### config.mk
export PLATFORM = sky130hd
export DESIGN_NAME = calendar_date_add_days
export DESIGN_NICKNAME = d
export VERILOG_FILES = /design/src/rtl/cdad_pkg.sv /design/src/rtl/calendar_date_add_days.sv /design/src/rtl/cdad_ucode.sv
export SDC_FILE = /design/constraint.sdc
export NUM_CORES = 1
export LEC_CHECK = 0
export ABC_CLOCK_PERIOD_IN_PS = 5800
export BUFFER_PORTS_ARGS = -buffer_cell sky130_fd_sc_hd__buf_2
export CAP_MARGIN = 30
export CELL_PAD_IN_SITES_DETAIL_PLACEMENT = 0
export CELL_PAD_IN_SITES_GLOBAL_PLACEMENT = 1
export CORE_MARGIN = 3
export CORE_UTILIZATION = 42
export CTS_CLUSTER_DIAMETER = 60
export DETAILED_ROUTE_END_ITERATION = 8
export PLACE_DENSITY = 0.84
export SETUP_SLACK_MARGIN = 0.05
export SLEW_MARGIN = 20
export SYNTH_ARGS = -nofsm -noshare
export SYNTH_HDL_FRONTEND = slang
export SYNTH_SLANG_ARGS = --single-unit
### constraint.sdc
create_clock -name i_clk -period 5.8 [get_ports i_clk]
set_input_delay 0.87 -clock i_clk [delete_from_list [all_inputs] [get_ports i_clk]]
set_output_delay 0.87 -clock i_clk [all_outputs]
set_load 0.01 [all_outputs]
### src/rtl/cdad_pkg.sv
// shared types, constants and calendar helper functions for the date adder
package cdad_pkg;

    localparam int YEAR_W  = 14;
    localparam int MONTH_W = 4;
    localparam int DAY_W   = 5;
    localparam int AMT_W   = 18;
    localparam int YOE_W   = 9;
    localparam int PC_W    = 4;
    localparam int KIDX_W  = 3;

    localparam logic [YEAR_W-1:0] MAX_YEAR = 14'd9999;
    localparam logic [AMT_W-1:0]  ERA_DAYS = 18'd146097;

    typedef logic [PC_W-1:0] t_pc;

    // microprogram addresses
    localparam t_pc PC_WAIT  = 4'd0;
    localparam t_pc PC_RED0  = 4'd1;
    localparam t_pc PC_RED1  = 4'd2;
    localparam t_pc PC_RED2  = 4'd3;
    localparam t_pc PC_RED3  = 4'd4;
    localparam t_pc PC_RED4  = 4'd5;
    localparam t_pc PC_RED5  = 4'd6;
    localparam t_pc PC_SETUP = 4'd7;
    localparam t_pc PC_ERA   = 4'd8;
    localparam t_pc PC_ALIGN = 4'd9;
    localparam t_pc PC_QUAD  = 4'd10;
    localparam t_pc PC_YEAR  = 4'd11;
    localparam t_pc PC_MONTH = 4'd12;
    localparam t_pc PC_EMIT  = 4'd13;

    typedef enum logic [2:0] {
        UOP_WAIT,
        UOP_RED,
        UOP_SETUP,
        UOP_LOOP,
        UOP_EMIT
    } t_uop;

    typedef enum logic [1:0] {
        AMT_ERA,
        AMT_QUAD,
        AMT_YEAR,
        AMT_MONTH
    } t_amt;

    typedef struct packed {
        t_uop              op;
        t_amt              amt;
        logic [KIDX_W-1:0] kidx;
        logic              chk_ovf;
        logic              chk_align;
        t_pc               jmp;
    } t_uword;

    // leap rule on the year within its 400-year era
    function automatic logic f_leap(input logic [YOE_W-1:0] yoe);
        logic century;
        century = (yoe == 9'd100) || (yoe == 9'd200) || (yoe == 9'd300);
        return (yoe[1:0] == 2'b00) && !century;
    endfunction

    function automatic logic [DAY_W-1:0] f_month_len(input logic [MONTH_W-1:0] m,
                                                     input logic leap);
        logic [DAY_W-1:0] len;
        case (m)
            4'd4, 4'd6, 4'd9, 4'd11: len = 5'd30;
            4'd2:                    len = leap ? 5'd29 : 5'd28;
            default:                 len = 5'd31;
        endcase
        return len;
    endfunction

    // days in the year before the first of month m
    function automatic logic [8:0] f_cum(input logic [MONTH_W-1:0] m, input logic leap);
        logic [8:0] c;
        case (m)
            4'd1:    c = 9'd0;
            4'd2:    c = 9'd31;
            4'd3:    c = 9'd59;
            4'd4:    c = 9'd90;
            4'd5:    c = 9'd120;
            4'd6:    c = 9'd151;
            4'd7:    c = 9'd181;
            4'd8:    c = 9'd212;
            4'd9:    c = 9'd243;
            4'd10:   c = 9'd273;
            4'd11:   c = 9'd304;
            4'd12:   c = 9'd334;
            default: c = 9'd0;
        endcase
        return c + 9'((leap && (m > 4'd2)) ? 1 : 0);
    endfunction

    // shifted multiples of 400 for the restoring year-of-era reduction
    function automatic logic [YEAR_W-1:0] f_red_k(input logic [KIDX_W-1:0] idx);
        logic [YEAR_W-1:0] k;
        case (idx)
            3'd0:    k = 14'd12800;
            3'd1:    k = 14'd6400;
            3'd2:    k = 14'd3200;
            3'd3:    k = 14'd1600;
            3'd4:    k = 14'd800;
            3'd5:    k = 14'd400;
            default: k = 14'd0;
        endcase
        return k;
    endfunction

endpackage

### src/rtl/calendar_date_add_days.sv
// top level: gregorian date plus days, run by a microcoded sequencer
// steps: six year reductions, setup, loops over 400-year eras, 4-year blocks, single
//   years (at most 6) and months, then emit; blocks and years are skipped if the days
//   run out before a multiple-of-four year, all loops for a start year past 9999
// throughput: one request at a time, the next is taken once the result is parked
// reset: synchronous active-low, clears the step counter and the output valid
module calendar_date_add_days #(
    parameter int DAYS_WIDTH = 24
) (
    input  logic                            i_clk,
    input  logic                            i_rst_n,
    input  logic                            i_valid,
    output logic                            o_ready,
    input  logic [cdad_pkg::YEAR_W-1:0]     i_start_year,
    input  logic [cdad_pkg::MONTH_W-1:0]    i_start_month,
    input  logic [cdad_pkg::DAY_W-1:0]      i_start_day,
    input  logic [DAYS_WIDTH-1:0]           i_days_to_add,
    output logic                            o_valid,
    input  logic                            i_ready,
    output logic [cdad_pkg::YEAR_W-1:0]     o_end_year,
    output logic [cdad_pkg::MONTH_W-1:0]    o_end_month,
    output logic [cdad_pkg::DAY_W-1:0]      o_end_day,
    output logic                            o_year_overflow
);
    import cdad_pkg::*;

    localparam int NW = DAYS_WIDTH + 1;
    localparam int CW = (NW > AMT_W) ? NW : AMT_W;

    t_pc                r_pc, n_pc;
    logic [YEAR_W-1:0]  r_y, n_y;
    logic [YEAR_W-1:0]  r_yoe, n_yoe;
    logic [MONTH_W-1:0] r_m, n_m;
    logic [DAY_W-1:0]   r_d, n_d;
    logic [NW-1:0]      r_n, n_n;
    logic               r_o_valid, n_o_valid;
    logic [YEAR_W-1:0]  r_o_year, n_o_year;
    logic [MONTH_W-1:0] r_o_month, n_o_month;
    logic [DAY_W-1:0]   r_o_day, n_o_day;
    logic               r_o_ovf, n_o_ovf;

    t_uword             uw;
    logic               leap;
    logic               ovf;
    logic [DAY_W-1:0]   mlen;
    logic [DAY_W-1:0]   dcl;
    logic [8:0]         doy;
    logic [AMT_W-1:0]   amt_val;
    logic [CW-1:0]      n_cmp;
    logic [CW-1:0]      a_cmp;
    logic               take;
    logic [YEAR_W-1:0]  red_k;
    logic [YEAR_W-1:0]  y_inc;
    logic [YOE_W:0]     yoe_sum;
    logic [MONTH_W-1:0] m_in;

    cdad_ucode u_ucode (
        .i_pc   (r_pc),
        .o_word (uw)
    );

    // calendar facts of the current year and month
    always_comb begin
        leap  = f_leap(r_yoe[YOE_W-1:0]);
        ovf   = r_y > MAX_YEAR;
        mlen  = f_month_len(r_m, leap);
        dcl   = (r_d == '0) ? 5'd1 : ((r_d > mlen) ? mlen : r_d);
        doy   = f_cum(r_m, leap) + 9'(dcl) - 9'd1;
        red_k = f_red_k(uw.kidx);
        m_in  = (i_start_month == 4'd0) ? 4'd1 :
                ((i_start_month > 4'd12) ? 4'd12 : i_start_month);
    end

    // amount of days a loop step removes, and what it adds to the year
    always_comb begin
        case (uw.amt)
            AMT_ERA: begin
                amt_val = ERA_DAYS;
                y_inc   = 14'd400;
            end
            AMT_QUAD: begin
                amt_val = 18'd1460 + 18'(leap);
                y_inc   = 14'd4;
            end
            AMT_YEAR: begin
                amt_val = 18'd365 + 18'(leap);
                y_inc   = 14'd1;
            end
            AMT_MONTH: begin
                amt_val = 18'(mlen);
                y_inc   = 14'd0;
            end
            default: begin
                amt_val = ERA_DAYS;
                y_inc   = 14'd0;
            end
        endcase
        n_cmp   = CW'(r_n);
        a_cmp   = CW'(amt_val);
        take    = n_cmp >= a_cmp;
        yoe_sum = {1'b0, r_yoe[YOE_W-1:0]} + (YOE_W+1)'(y_inc);
    end

    // sequencer and datapath next state
    always_comb begin
        n_pc      = r_pc;
        n_y       = r_y;
        n_yoe     = r_yoe;
        n_m       = r_m;
        n_d       = r_d;
        n_n       = r_n;
        n_o_valid = r_o_valid;
        n_o_year  = r_o_year;
        n_o_month = r_o_month;
        n_o_day   = r_o_day;
        n_o_ovf   = r_o_ovf;
        if (r_o_valid && i_ready) begin
            n_o_valid = 1'b0;
        end
        case (uw.op)
            // take a request
            UOP_WAIT: begin
                if (i_valid) begin
                    n_y   = i_start_year;
                    n_yoe = i_start_year;
                    n_m   = m_in;
                    n_d   = i_start_day;
                    n_n   = NW'(i_days_to_add);
                    n_pc  = uw.jmp;
                end
            end
            // year modulo 400 by restoring subtraction
            UOP_RED: begin
                if (r_yoe >= red_k) begin
                    n_yoe = r_yoe - red_k;
                end
                n_pc = r_pc + 4'd1;
            end
            // day count from the first of january of the start year
            UOP_SETUP: begin
                n_n = r_n + NW'(doy);
                n_m = 4'd1;
                n_pc = ovf ? uw.jmp : r_pc + 4'd1;
            end
            // subtract while the amount fits
            UOP_LOOP: begin
                if (uw.chk_ovf && ovf) begin
                    n_pc = PC_EMIT;
                end else if (uw.chk_align && (r_yoe[1:0] == 2'b00)) begin
                    n_pc = r_pc + 4'd1;
                end else if (take) begin
                    n_n = NW'(n_cmp - a_cmp);
                    if (uw.amt == AMT_MONTH) begin
                        n_m = r_m + 4'd1;
                    end else begin
                        n_y = r_y + y_inc;
                        if (uw.amt != AMT_ERA) begin
                            n_yoe = (yoe_sum >= 10'd400) ?
                                    YEAR_W'(yoe_sum - 10'd400) : YEAR_W'(yoe_sum);
                        end
                    end
                end else begin
                    n_pc = uw.jmp;
                end
            end
            // park the result once the output register is free
            UOP_EMIT: begin
                if (!r_o_valid || i_ready) begin
                    n_o_valid = 1'b1;
                    n_o_ovf   = ovf;
                    n_o_year  = ovf ? '0 : r_y;
                    n_o_month = ovf ? '0 : r_m;
                    n_o_day   = ovf ? '0 : DAY_W'(r_n + NW'(1));
                    n_pc      = uw.jmp;
                end
            end
            default: n_pc = PC_WAIT;
        endcase
    end

    // control registers
    always_ff @(posedge i_clk) begin
        if (!i_rst_n) begin
            r_pc      <= PC_WAIT;
            r_o_valid <= 1'b0;
        end else begin
            r_pc      <= n_pc;
            r_o_valid <= n_o_valid;
        end
    end

    // datapath and output registers
    always_ff @(posedge i_clk) begin
        r_y       <= n_y;
        r_yoe     <= n_yoe;
        r_m       <= n_m;
        r_d       <= n_d;
        r_n       <= n_n;
        r_o_year  <= n_o_year;
        r_o_month <= n_o_month;
        r_o_day   <= n_o_day;
        r_o_ovf   <= n_o_ovf;
    end

    assign o_ready         = (uw.op == UOP_WAIT);
    assign o_valid         = r_o_valid;
    assign o_end_year      = r_o_year;
    assign o_end_month     = r_o_month;
    assign o_end_day       = r_o_day;
    assign o_year_overflow = r_o_ovf;

endmodule

### src/rtl/cdad_ucode.sv
// microcode rom: one control word per sequencer step
module cdad_ucode (
    input  cdad_pkg::t_pc    i_pc,
    output cdad_pkg::t_uword o_word
);
    import cdad_pkg::*;

    // program listing
    always_comb begin
        o_word = '{op: UOP_WAIT, amt: AMT_ERA, kidx: 3'd0, chk_ovf: 1'b0,
                   chk_align: 1'b0, jmp: PC_WAIT};
        case (i_pc)
            PC_WAIT:  o_word.jmp = PC_RED0;
            PC_RED0: begin
                o_word.op = UOP_RED; o_word.kidx = 3'd0;
            end
            PC_RED1: begin
                o_word.op = UOP_RED; o_word.kidx = 3'd1;
            end
            PC_RED2: begin
                o_word.op = UOP_RED; o_word.kidx = 3'd2;
            end
            PC_RED3: begin
                o_word.op = UOP_RED; o_word.kidx = 3'd3;
            end
            PC_RED4: begin
                o_word.op = UOP_RED; o_word.kidx = 3'd4;
            end
            PC_RED5: begin
                o_word.op = UOP_RED; o_word.kidx = 3'd5;
            end
            PC_SETUP: begin
                o_word.op = UOP_SETUP; o_word.jmp = PC_EMIT;
            end
            // whole eras while the year is still in range
            PC_ERA: begin
                o_word.op = UOP_LOOP; o_word.amt = AMT_ERA;
                o_word.chk_ovf = 1'b1; o_word.jmp = PC_ALIGN;
            end
            // single years up to a multiple of four, leaving early if the days run out
            PC_ALIGN: begin
                o_word.op = UOP_LOOP; o_word.amt = AMT_YEAR;
                o_word.chk_align = 1'b1; o_word.jmp = PC_MONTH;
            end
            PC_QUAD: begin
                o_word.op = UOP_LOOP; o_word.amt = AMT_QUAD; o_word.jmp = PC_YEAR;
            end
            PC_YEAR: begin
                o_word.op = UOP_LOOP; o_word.amt = AMT_YEAR; o_word.jmp = PC_MONTH;
            end
            PC_MONTH: begin
                o_word.op = UOP_LOOP; o_word.amt = AMT_MONTH; o_word.jmp = PC_EMIT;
            end
            PC_EMIT: begin
                o_word.op = UOP_EMIT; o_word.jmp = PC_WAIT;
            end
            default: o_word.jmp = PC_WAIT;
        endcase
    end

endmodule
### Word level (Yosys, flattened, before mapping)

Memory sizes are Yosys's and may differ from the RTL's. A register that Yosys moved wholly into a read port is not among the register bits.
Index checks and enable logic that the tools add are counted.

| cells by class | value |
|---|---|
| equality and inequality tests | 43 |
| mux-type cells | 52 |
| reduce and logical (&&, ||, !) cells | 33 |
| $lt $le $gt $ge | 7 |
| add/sub/neg operators | 14 |

Operators by type and width:

| operator | number |
|---|---|
| $mux W14 | 12 |
| $mux W25 | 4 |
| $pmux W14 S6 | 1 |
| $pmux W25 S3 | 1 |
| $pmux W18 S4 | 1 |
| $mux W4 | 14 |
| $pmux W14 S4 | 1 |
| $pmux W14 S3 | 1 |
| $pmux W4 S5 | 2 |
| $eq A4 B4 Y1 const B | 8 |
| $pmux W14 S2 | 1 |
| $add A25 B9 Y25 | 1 |
| $ge A25 B18 Y1 | 1 |
| $sub A25 B18 Y25 | 1 |
| $eq A4 B3 Y1 const B | 6 |
| $ne A2 B2 Y1 const B | 9 |
| $pmux W3 S5 | 1 |
| $add A14 B14 Y14 | 1 |
| $ge A14 B14 Y1 | 1 |
| $gt A14 B14 Y1 const B | 1 |
| $sub A14 B14 Y14 | 1 |
| $add A11 B1 Y12 const A | 1 |
| $eq A3 B2 Y1 const B | 4 |
| $eq A4 B2 Y1 const B | 3 |
| other kinds (45) | 72 |

| storage, ports and cells | value |
|---|---|
| memories kept | 1 |
| output and inout port bits | 26 |
| logic and storage cells | 161 |
| input port bits | 51 |
| bits in read-only memories | 144 |
| flip-flop bits (word level) | 91 |

Memory list:

| name | words | width | rd ports | clocked after memory_dff | wr ports | RTL line | text |
|---|---|---|---|---|---|---|---|
| (name not given) | 16 | 9 | 1 | 1 | 0 | cdad_pkg.sv:78 | `case (m)` |

### Depth between registers and ports, before layout

Gate-level depths: netlist of the first run.

| depth | value |
|---|---|
| depth after elaboration | 14 |
| mapped depth | 37 |
| depth with buffers taken out | 36 |

### Cells and area by module

A second synthesis of the first run with hierarchy kept.

| unflattened totals | value |
|---|---|
| cell total of the unflattened synthesis | 971 |
| area, all modules | 8,475.6 um^2 |

Modules (own cells, without submodules):

| module | seq. area each (um^2) | area an instance (um^2) | cells each | times used |
|---|---|---|---|---|
| calendar_date_add_days | 2,862.7 | 8,252.9 | 934 | 1 |
| cdad_ucode | 0.0 | 222.7 | 37 | 1 |

### Least setup slack after synthesis of the first run

OpenSTA, ideal clock, no wires.

| timing | value |
|---|---|
| path kind | register to register |
| from | register r_yoe[5] |
| to | register r_n[22] (netlist: n_cmp[22]) (data pin) |
| data required time | 5.535 ns |
| setup time | 0.265 ns |
| arrival | 5.817 ns |
| clock period less this slack | 6.083 ns |
| path buffers | 1 |
| slack | -0.283 ns |
| cell stages (with the launch flop) | 38 |
| path through | edfxtp_1 -> clkbuf_1 -> nand2_1 -> nor3_1 -> a21oi_1 -> nor3b_1 -> nor2_1 -> o21a_1 -> o21ai_0 -> o21ai_0 -> ha_1 -> a2111oi_0 -> o21ai_0 -> inv_1 -> o21ai_0 -> a21oi_1 -> ha_1 -> inv_1 -> (+2 left out) -> fa_1 -> inv_1 -> a21oi_1 -> o21bai_1 -> a21oi_1 -> nor2_1 -> o21ai_0 -> nand2b_1 -> a21oi_1 -> xnor2_1 -> ha_1 -> nand3_1 -> a31oi_1 -> nor2_1 -> or3_1 -> mux2i_1 -> o21ai_0 -> or3_1 |

| on the way | value |
|---|---|
| word-level cells in the longest chain between the ends | 14 |
| elaborated cells between the ends (all ways) | 26 |
| classes of those cells | add/sub (7); order compare (1); eq/ne (3); mux (10); reduce/logical (5) |

RTL lines:

| element | RTL line | text |
|---|---|---|
| start: declaration | calendar_date_add_days.sv:32 | `logic [YEAR_W-1:0] r_yoe, n_yoe;` |
| start signal: assignment | calendar_date_add_days.sv:195 | `r_yoe <= n_yoe;` |
| $eq A9 B7 Y1 or $eq A9 B8 Y1 (tied branches) | cdad_pkg.sv:60 | `century = (yoe == 9'd100) \|\| (yoe == 9'd200) \|\| (yoe == 9'd300);` |
| $logic_or A1 B1 Y1 | cdad_pkg.sv:60 |  |
| $logic_or A1 B1 Y1 (*) | cdad_pkg.sv:60 |  |
| $logic_not A1 Y1 (*) | cdad_pkg.sv:61 | `return (yoe[1:0] == 2'b00) && !century;` |
| $logic_and A1 B1 Y1 (*) | cdad_pkg.sv:61 |  |
| $mux W1 | cdad_pkg.sv:69 | `4'd2: len = leap ? 5'd29 : 5'd28;` |
| $pmux W2 S2 | cdad_pkg.sv:67 | `case (m)` |
| $gt A5 B5 Y1 | calendar_date_add_days.sv:67 | `dcl = (r_d == '0) ? 5'd1 : ((r_d > mlen) ? mlen : r_d);` |
| $mux W5 (2 in a row) | calendar_date_add_days.sv:67 |  |
| $add A9 B5 Y9 | calendar_date_add_days.sv:68 | `doy = f_cum(r_m, leap) + 9'(dcl) - 9'd1;` |
| $sub A9 B1 Y9 | calendar_date_add_days.sv:68 |  |
| $add A25 B9 Y25 | calendar_date_add_days.sv:141 | `n_n = r_n + NW'(doy);` |
| $pmux W25 S3 (*) | calendar_date_add_days.sv:120 | `case (uw.op)` |
| net n_n[22] | calendar_date_add_days.sv:35 | `logic [NW-1:0] r_n, n_n;` |
| end signal: assignment | calendar_date_add_days.sv:198 | `r_n <= n_n;` |
| end: declaration | calendar_date_add_days.sv:35 |  |

The timed path passes the listed nets; every way through them passes the cells marked *. The select of a mux whose other input is x is not followed.
A chain may end at the register's enable or synchronous reset.

### Worst setup path after layout of the first run

| timing | value |
|---|---|
| from | register r_yoe[7] |
| to | register r_n[22] (netlist: n_cmp[22]) (data pin) |

Same word-level chain as after synthesis.

==> metrics.cfg, run 1 <==
[layout]
nNetsFinal=1204
layout_common_cells=90 x nand2_1, 86 x edfxtp_1, 82 x ha_1
mostFrequentLayoutCell=nand2_1
drive_above_1_share_pct=20.7
final_util_pct=51.4
insertedDiodeCount=0
area_delta_synth_final_pct=19.0
n_fill_cell=1874

[placement]
gp_congestion=0.894
port_buffers=76
dp_hpwl_mm=17.0

[synthesis]
synth_area_leaders=edfxtp_1 30%, ha_1 13%, xnor2_1 4.3%, nand2_1 4.0%, xor2_1 3.4%
synth_edf_count=86
yosys_warnings=0
avgSynthCellArea_um2=8.94
synth-seq-cells=100
synth_top_cell_area_share_pct=30.4
synth_seq_area_share_pct=33.7
yosysUniqueCellTypes=75
yosysTopAreaCell=edfxtp_1
netlist_area_um2=8480
async_flop_share_pct=0
synth_nets=1090
netlist_instances=949
ys.flop_type=edfxtp_1

[grt]
track_usage_pct=20.6
grt_use_met1_pct=28.5
top_usage_layer=met2
grt_pass1_wl_mm=36.3
use_met2_pct=34.0
met3_usage_pct=3.41
overflow=0
antenna_found_initial=0
grt_max_degree=55
grt_pass1_vias=7078

[route]
vias=7486
routed_via_density=5.62
route.detailed.drc=0
totalWireLength_mm=23.0
drt_iter0_drc=469
drt_pass1_iterations=5
wire_per_inst_um=17.3
ant_nets=0

[sta]
worst_slew_pin_slew_ps=697
grt_setup_unrepaired=true
relSlewSlack_pct=53.2
fin_ws_ps=-260
setup_viol=11
period_needed_ps=6060
finalClockSkew_ps=10.4
whs_ps=526
fin_crit_sh_pct=104
max_freq_ghz=0.165
slew_viol_final=0
hold_viol_final=0

[die]
core_area_um2=19700
die-width_um=148
fp.dieArea_um2=21900
die_h_um=148
start_util_pct=43.2
rows=51
ios=77

[clock_tree]
clkSinkCount=100
htreeDepth=3
numCtsBuffers=9
cts_hold_buf=0
cts_tree=yes
clk_pin_slew_worst_paths_ps=70
root_buffer=clkbuf_16
clock_latency_ps=360
cts_buffer_depth=2

[setup_path]
slowest_delay_ps=460
critPathArrivalTime_ps=6170
critPathSlowestCell=edfxtp_1
worstPathRequired_ps=5910
critPathKind=flop to flop
cp_common_cell=o21ai_2
crit_path_start_kind=flop
end_kind=flop
path_max_fanout=4

[run]
drv_cap=0

[power]
power.density_nw_per_um2=673
power.leakage_nw=4.29
peakVddDrop_mv=0.385

[outcome]
outcome=finished with violations
violations=setup timing

[min_path]
hp-class=flop to flop

==> synth_stat cells (14+ instances only) <==
cell type / count
nor2b_1: 30
a21o_1: 20
xor2_1: 33
a31oi_1: 14
o21ai_0: 54
nand3_1: 31
a21oi_1: 57
nor2_1: 67
nand2_1: 90
edfxtp_1: 86
dfxtp_1: 14
clkbuf_1: 30
xnor2_1: 42
inv_1: 71
ha_1: 86
==> report_power, final <==
group,switching [W],leakage (nW),internal [W]
clock,0.000289,0.135,0.000298
sequential,0.000269,0.937,0.00116
combinational,0.00256,3.21,0.00222
==> stage by stage <==
step / instances / setup WS (ps) / setup TNS (ps) / area, um2 / power (W)
CTS: 1329 / -169 / -321 / 9910 / 0.00647
global route: 1333 / -617 / -6700 / 10100 / 0.00739
finish: 1333 / -260 / -1050 / 10100 / 0.00679
floorplan: 949 / -124 / -124 / 8510 / 0.00428
global placement: 1306 / -172 / -512 / 9480 / 0.00548
detailed placement: 1306 / -397 / -3140 / 9480 / 0.00554
==> worst paths after layout <==
kind	from	end	slack (ps)	depth (start not counted)
setup / recovery	r_yoe[7]$_DFFE_PP_	n_cmp[22]$_DFFE_PP_	-260	35
hold / removal	o_valid$_SDFF_PN0_	o_valid$_SDFF_PN0_	530	2
setup reg to reg	r_yoe[7]$_DFFE_PP_	n_cmp[22]$_DFFE_PP_	-260	35
hold reg to reg	o_valid$_SDFF_PN0_	o_valid$_SDFF_PN0_	530	2
==> flip-flops by register name (all words and copies together), names as in the netlist, named ones only <==
signal and flops:
o_end_day 5, r_m 4, r_pc 4, o_valid 1, n_cmp 25, r_y 14, r_yoe 14, r_d 5
o_end_year 14, o_end_month 4, o_year_overflow 1
==> critical path, delay by kind of cell (launching register included) <==
family,cells,cell delay (ps)
xor+xnor,1,150
mux,1,160
fa+ha+maj,5,1320
compound gates,15,1890
buf+inv,4,260
flops,1,460
simple gates,9,1520
==> routing by layer <==
layer | vias up | share of wire [%]
met5 | - | 0
met2 | 194 | 47
met4 | 0 | 1.9
met1 | 3553 | 46
met3 | 32 | 5.4
li1 | 3707 | -
==> cell type report <==
class	instances	area, um2	share of cell area, %
well taps	265	332	3.28
flip-flops and latches	100	2860	28.4
multi-input cells	740	5470	54.2
clock inverters	5	43.8	0.434
repair buffers	140	883	8.75
clock buffers	11	233	2.31
inverters	72	270	2.68
==> kinds of logic after synthesis <==
logic type	count (synthesis)	share of synthesized area, %
buffers and inverters	109	4.90
DFF	100	33.7
and+or+nand+nor	294	17.0
adders and majority gates	90	13.6
xor gates and xnor gates	75	7.74
muxes	8	1.06
AOI/OAI and AO/OA	273	21.9
==> what timing repair did <==
action | 4_1_cts | 5_1_grt
resized for setup | 29 | 29
buffers inserted | 8 | 5
setup endpoints to repair | 15 | 19
pin swaps | 11 | 17
Note: power is estimated with default switching activity, not from simulation.
==> inputs of run 2 (changes only) <==
--- a/config.mk
+++ b/config.mk
@@ -5,16 +5,16 @@
 export SDC_FILE = /design/constraint.sdc
 export NUM_CORES = 1
 export LEC_CHECK = 0
-export ABC_CLOCK_PERIOD_IN_PS = 5800
-export BUFFER_PORTS_ARGS = -buffer_cell sky130_fd_sc_hd__buf_2
+export ABC_CLOCK_PERIOD_IN_PS = 6600
+export BUFFER_PORTS_ARGS = -buffer_cell sky130_fd_sc_hd__buf_4
 export CAP_MARGIN = 30
 export CELL_PAD_IN_SITES_DETAIL_PLACEMENT = 0
 export CELL_PAD_IN_SITES_GLOBAL_PLACEMENT = 1
 export CORE_MARGIN = 3
-export CORE_UTILIZATION = 42
+export CORE_UTILIZATION = 45
 export CTS_CLUSTER_DIAMETER = 60
 export DETAILED_ROUTE_END_ITERATION = 8
-export PLACE_DENSITY = 0.84
+export PLACE_DENSITY = 0.86
 export SETUP_SLACK_MARGIN = 0.05
 export SLEW_MARGIN = 20
 export SYNTH_ARGS = -nofsm -noshare
==> constraint.sdc (replaced) <==
create_clock -name i_clk -period 6.6 [get_ports i_clk]
set_input_delay 0.99 -clock i_clk [delete_from_list [all_inputs] [get_ports i_clk]]
set_output_delay 0.99 -clock i_clk [all_outputs]
set_load 0.01 [all_outputs]
==> run 2 against run 1 <==
Against the previous run: the flow now finishes without violations; fmax shrank 4.2%; total power down 23%; critical endpoint unchanged; clock-buffer cell count is 2 lower; highest routed layer unchanged.
==> metrics.cfg, run 2 (synthesized netlist as in run 1, its figures left out) <==
[layout]
final_util_pct=53.5  ; +2.1 points
largest_reg_flops=25  ; unchanged
insertedDiodeCount=0  ; unchanged
layout_common_cells=97 x buf_4, 89 x nand2_1, 86 x edfxtp_1
drive_above_1_share_pct=15.7  ; -5.0 points
instances_no_fill=1254  ; -5.9%
area_delta_synth_final_pct=15.2
nNetsFinal=1161  ; -3.6%
mostFrequentLayoutCell=buf_4

[setup_path]
critPathSlowestCell=edfxtp_1
critPathKind=flop to flop
worstPathRequired_ps=6710  ; +800 ps
path_max_fanout=5  ; +1
critPathArrivalTime_ps=6440  ; +270 ps
crit_path_start_kind=flop
crit_family=compound AO/OA/AOI/OAI gates
end_kind=flop
cp.buffers_inverters=5  ; +1
slowest_delay_ps=470  ; about the same

[clock_tree]
cts_buffer_depth=2  ; unchanged
htreeDepth=3  ; unchanged
clk_pin_slew_worst_paths_ps=80  ; about the same
clkSinkCount=100  ; unchanged
cts_hold_buf=0  ; unchanged
cts_tree=yes
root_buffer=clkbuf_16
numCtsBuffers=9  ; unchanged
clock_latency_ps=360  ; about the same

[grt]
antenna_found_initial=0  ; unchanged
overflow=0  ; unchanged
track_usage_pct=21.2  ; +0.58 points
grt_pass1_wl_mm=34.8  ; -4.3%
grt_max_degree=55  ; unchanged
grt_pass1_vias=6810  ; -3.8%

[die]
die_h_um=143  ; -3.3%
core_area_um2=18300  ; -7.0%
start_util_pct=46.4  ; +3.3 points
die-width_um=143  ; -3.3%
rows=49  ; -3.9%
ios=77  ; unchanged
fp.dieArea_um2=20500  ; -6.4%

[route]
wire_per_inst_um=17.6  ; +1.5%
ant_nets=0  ; unchanged
totalWireLength_mm=22.0  ; -4.5%
routed_via_density=5.83  ; +3.8%
drt_pass1_iterations=6  ; +1
routed-wl-met2_mm=10.2  ; -6.3%
vias=7308  ; -2.4%
met1_length_mm=9.98  ; -4.9%
top_layer=met4
route.detailed.drc=0  ; unchanged
wl_met3_mm=1.14  ; -7.8%
drt_iter0_drc=455  ; -3.0%

[sta]
relSlewSlack_pct=51.4  ; -1.8 points
grt_setup_unrepaired=true
fin_crit_sh_pct=95.8  ; -8.7 points
finalClockSkew_ps=13.7  ; +3.23 ps
setup_viol=0  ; -11
slew_viol_final=0  ; unchanged
period_needed_ps=6320  ; +264 ps
worst_slew_pin_slew_ps=728  ; +31.7 ps
whs_ps=537  ; +10.1 ps
setup_tns_ps=0  ; +1050 ps
max_freq_ghz=0.158  ; -4.2%
hold_viol_final=0  ; unchanged

[placement]
gp_congestion=0.887  ; -0.83%
dp_hpwl_mm=16.4  ; -3.2%
port_buffers=76  ; unchanged
dp_cells=1231  ; -5.7%

[power]
peakVddDrop_mv=0.286  ; -26%
power.leakage_nw=4.11  ; -4.0%
power.density_nw_per_um2=537  ; -20%

[outcome]
outcome=completed

[run]
drv_cap=0  ; unchanged

[min_path]
hp-class=flop to flop

run 2: cell count changes in the layout (fill, tap and decap cells not counted), sizes merged:
| cell | delta |
|---|---|
| buf | -43 |
| clkbuf | -2 |
| clkinvlp | +1 |
| clkinv | +1 |
run 2: tightest hold or removal path: stages (launching register included):
cell	delay, ps
dfxtp_1	310
nand2b_1	100
a21boi_0	80
run 2: cell type report:
| type | count | area, um2 |
|---|---|---|
| clock buffer | 9 | 225 |
| timing repair buffer | 97 | 728 |
| inverter | 72 | 270 |
| multi-input combinational | 740 | 5330 |
| fill | 1725 | 8500 |
| sequential | 100 | 2860 |
| clock inverter | 7 | 66.3 |
| tap | 229 | 287 |
run 2: per-layer routing:
metal / track usage (%) / up-vias
met4: 7.93 / 0
li1: - / 3618
met1: 29.0 / 3422
met3: 3.46 / 37
met5: 0 / -
met2: 34.0 / 231
run 2: per-stage QoR:
step / total power (W) / cell area (um2) / setup WS [ps]
4_1_cts: 0.00505 / 9610 / 52.8
3_5_place_dp: 0.00450 / 9320 / 70.8
5_1_grt: 0.00575 / 9770 / -138
2_1_floorplan: 0.00375 / 8480 / 517
3_3_place_gp: 0.00447 / 9320 / 265
6_report: 0.00525 / 9770 / 276
run 2: worst paths after layout:
path,cells after the start,to,from,slack (ps)
worst max-delay path,35,n_cmp[22]$_DFFE_PP_,r_yoe[2]$_DFFE_PP_,280
worst min register to register,2,o_valid$_SDFF_PN0_,o_valid$_SDFF_PN0_,540
worst max register to register,35,n_cmp[22]$_DFFE_PP_,r_yoe[2]$_DFFE_PP_,280
worst min-delay path,2,o_valid$_SDFF_PN0_,o_valid$_SDFF_PN0_,540
run 2: report_power, final:
group	switching [W]	total, W	internal, W
clock	0.000260	0.000524	0.000265
sequential	0.000244	0.00127	0.00102
combinational	0.00199	0.00346	0.00147
total	0.00249	0.00525	0.00276
run 2: repair_timing:
| item | CTS | global route |
|---|---|---|
| gates resized for setup | 0 | 33 |
| setup endpoints to repair | 0 | 16 |
| setup buffers | 0 | 7 |
==> inputs of run 3 (changes only) <==
--- a/config.mk
+++ b/config.mk
@@ -5,6 +5,7 @@
 export SDC_FILE = /design/constraint.sdc
 export NUM_CORES = 1
 export LEC_CHECK = 0
+export ABC_AREA = 1
 export ABC_CLOCK_PERIOD_IN_PS = 6600
 export BUFFER_PORTS_ARGS = -buffer_cell sky130_fd_sc_hd__buf_4
 export CAP_MARGIN = 30
@@ -14,7 +15,7 @@
 export CORE_UTILIZATION = 45
 export CTS_CLUSTER_DIAMETER = 60
 export DETAILED_ROUTE_END_ITERATION = 8
-export PLACE_DENSITY = 0.86
+export PLACE_DENSITY = 0.88
 export SETUP_SLACK_MARGIN = 0.05
 export SLEW_MARGIN = 20
 export SYNTH_ARGS = -nofsm -noshare
==> run 3 against run 2 <==
Against the previous run: largest cell class unchanged; synthesized cell count is 31% higher; fmax rose by 4.5%; clock power up 7.3%; sequential power down 12%; utilization decreased by 0.97 points; via count rose by 15%; first-iteration DRC count up 16%; flip-flop and latch count stayed put.
==> metrics.cfg, run 3 <==
[sta]
whs_ps=541  ; +4.36 ps
max_freq_ghz=0.165  ; +4.5%
relSlewSlack_pct=39.4  ; -12 points
fin_crit_sh_pct=91.7  ; -4.1 points
setup_viol=0  ; unchanged
setup_tns_ps=0  ; unchanged
grt_setup_unrepaired=false
slew_viol_final=0  ; unchanged
period_needed_ps=6050  ; -273 ps
finalClockSkew_ps=9.20  ; -4.46 ps
worst_slew_pin_slew_ps=900  ; +172 ps
hold_viol_final=0  ; unchanged
fin_ws_ps=550  ; +273 ps

[synthesis]
synth_nets=1381  ; +27%
synth_top_cell_area_share_pct=28.1  ; -2.4 points
yosys-top-cells-count=278 x nand2_1, 181 x inv_1, 102 x nor2_1, 88 x a21oi_1
yosysTopAreaCell=edfxtp_1
synth_most_common_cell=nand2_1
synth_seq_area_share_pct=31.1  ; -2.6 points
synth_area_leaders=edfxtp_1 28%, ha_1 12%, nand2_1 11%, inv_1 7.4%, a21oi_1 4.8%
ys.flop_type=edfxtp_1
yosysUniqueCellTypes=58  ; -23%
netlist_instances=1240  ; +31%
yosys_warnings=0  ; unchanged
netlist_area_um2=9200  ; +8.5%
avgSynthCellArea_um2=7.42  ; -17%
synth-seq-cells=100  ; unchanged
synth_edf_count=86  ; unchanged
async_flop_share_pct=0  ; unchanged

[layout]
mostFrequentLayoutCell=nand2_1
n_fill_cell=1990  ; +15%
area_delta_synth_final_pct=12.9
nNetsFinal=1458  ; +26%
insertedDiodeCount=0  ; unchanged
largest_reg_flops=25  ; unchanged
regArea_um2=2860  ; unchanged
drive_above_1_share_pct=12.9  ; -2.8 points
multi_input_area_um2=5510  ; +3.4%
final_util_pct=52.5  ; -0.97 points
layout_common_cells=278 x nand2_1, 181 x inv_1, 101 x nor2_1

[setup_path]
end_kind=flop
path_max_fanout=6  ; +1
critPathArrivalTime_ps=6160  ; -280 ps
critPathKind=flop to flop
r2r_start=r_yoe[5]$_DFFE_PP_
cp-endpoint=n_cmp[20]$_DFFE_PP_
crit_start=r_yoe[5]$_DFFE_PP_
crit_path_start_kind=flop
timing.rr.end=n_cmp[20]$_DFFE_PP_
critPathSlowestCell=edfxtp_1
slowest_delay_ps=490  ; +20 ps
regToRegSetupSlack_ps=550  ; +270 ps
r2r_cells=31  ; -11%
worstPathRequired_ps=6710  ; about the same

[outcome]
outcome=completed

[placement]
dp_slack_ps=449  ; +378 ps
dp_hpwl_mm=19.4  ; +18%
port_buffers=76  ; unchanged
gp_congestion=0.916  ; +3.3%

[min_path]
min_from=r_pc[1]$_SDFFE_PN0P_
hp-class=flop to flop

[clock_tree]
clkSinkCount=100  ; unchanged
numCtsBuffers=9  ; unchanged
clock_latency_ps=360  ; about the same
htreeDepth=3  ; unchanged
clk_pin_slew_worst_paths_ps=70  ; about the same
cts_tree=yes
root_buffer=clkbuf_16
cts_buffer_depth=2  ; unchanged

[grt]
antenna_found_initial=0  ; unchanged
track_usage_pct=22.8  ; +1.6 points
overflow=0  ; unchanged
grt_pass1_wl_mm=40.5  ; +17%
grt_pass1_vias=7934  ; +17%
grt_max_degree=40  ; -27%

[die]
die-width_um=149  ; +4.0%
start_util_pct=46.5  ; +0.096 points
ios=77  ; unchanged
die_h_um=149  ; +4.0%
core_area_um2=19800  ; +8.3%
rows=51  ; +4.1%
fp.dieArea_um2=22200  ; +8.1%

[power]
power.density_nw_per_um2=421  ; -22%
p_clk_share_pct=12.8  ; +2.8 points
power_w=0.00438  ; -17%
power.leakage_nw=4.87  ; +18%
seqPwrFrac_pct=25.5  ; +1.4 points
pwr-share-comb_pct=61.7  ; -4.2 points
power.internal_w=0.00220  ; -20%
switchingPower_w=0.00218  ; -13%
p_sw_share_pct=49.8  ; +2.3 points
peakVddDrop_mv=0.214  ; -25%

[route]
totalWireLength_mm=24.7  ; +12%
vias=8395  ; +15%
drt_iter0_drc=530  ; +16%
wire_per_inst_um=15.6  ; -11%
routed_via_density=5.29  ; -9.2%
route.detailed.drc=0  ; unchanged
ant_nets=0  ; unchanged
drt_pass1_iterations=5  ; -1

[run]
drv_cap=0  ; unchanged

[run 3: cell count changes in the layout (fill, tap and decap cells not counted), sizes merged, moves of 18 or more]
| cell | previous run | this run |
|---|---|---|
| xnor2 | 42 | 13 |
| a21o | 20 | 2 |
| nand2 | 90 | 300 |
| nor2b | 30 | 0 |
| inv | 75 | 195 |
| nor2 | 70 | 111 |
| a21oi | 58 | 90 |
| nand4 | 2 | 31 |
| nand3 | 31 | 88 |
| o21ai | 62 | 86 |
[run 3: critical path, delay by kind of cell (launching register included)]
| kind | cells | cell delay [ps] |
|---|---|---|
| AO/OA/AOI/OAI | 12 | 2130 |
| XOR/XNOR | 1 | 180 |
| adder cells (fa/ha/maj) | 5 | 1430 |
| buffers and inverters | 5 | 470 |
| flip-flops | 1 | 490 |
| AND/OR/NAND/NOR | 8 | 1090 |
[run 3: routing by layer]
layer / part of all wire, % / vias up / GRT usage [%]
met1: 48 / 3839 / 32.7
met3: 5.1 / 28 / 3.46
li1: - / 4324 / -
met5: 0 / - / 0
met4: 1.8 / 0 / 6.00
met2: 45 / 204 / 36.1
[run 3: stage by stage]
stage	std cells	area, um2
after floorplan	1240	9200
after global placement	1571	10100
after detailed placement	1571	10100
after CTS	1587	10400
after global routing	1587	10400
final	1587	10400
[run 3: logic make-up (layout without fill, tap and decap cells)]
kind of cell,Yosys count,in the layout,share of synthesized area [%]
flops,100,100,31.1
fa+ha+maj,90,90,12.6
simple gates,564,564,28.8
xor+xnor,45,45,4.36
compound gates,226,226,14.0
buf+inv,215,297,9.23
[run 3: area by class of cell]
class                      instances  area share (%)
clock buffer                      10            2.20
clock inverter                     6           0.699
inverter                         197            7.20
tap                              265            3.19
timing repair buffer              84            6.07
multi-input combinational        925            53.1
sequential                       100            27.6
[run 3: worst min-delay path by stage]
stage	endpoint	cells past startpoint
floorplan	r_pc[1]$_SDFFE_PN0P_	2
global placement	r_pc[1]$_SDFFE_PN0P_	2
detailed placement	r_pc[1]$_SDFFE_PN0P_	2
CTS	r_pc[1]$_SDFFE_PN0P_	2
global route	r_pc[1]$_SDFFE_PN0P_	2
finish	r_pc[1]$_SDFFE_PN0P_	2
[run 3: power groups by stage]
| stage | sequential [W] | combinational (W) | clock [W] |
|---|---|---|---|
| 3_5_place_dp | 0.00113 | 0.00266 | 0 |
| 2_1_floorplan | 0.00106 | 0.00207 | 0 |
| 6_report | 0.00112 | 0.00270 | 0.000562 |
| 4_1_cts | 0.00111 | 0.00268 | 0.000574 |
| 3_3_place_gp | 0.00112 | 0.00265 | 0 |
| 5_1_grt | 0.00114 | 0.00310 | 0.000601 |
[run 3: what timing repair did]
action / 4_1_cts / 5_1_grt
hold buffers: 0 / 0
gates resized for setup: 0 / 2
setup buffers: 0 / 0
endpoints found under the setup margin: 0 / 5
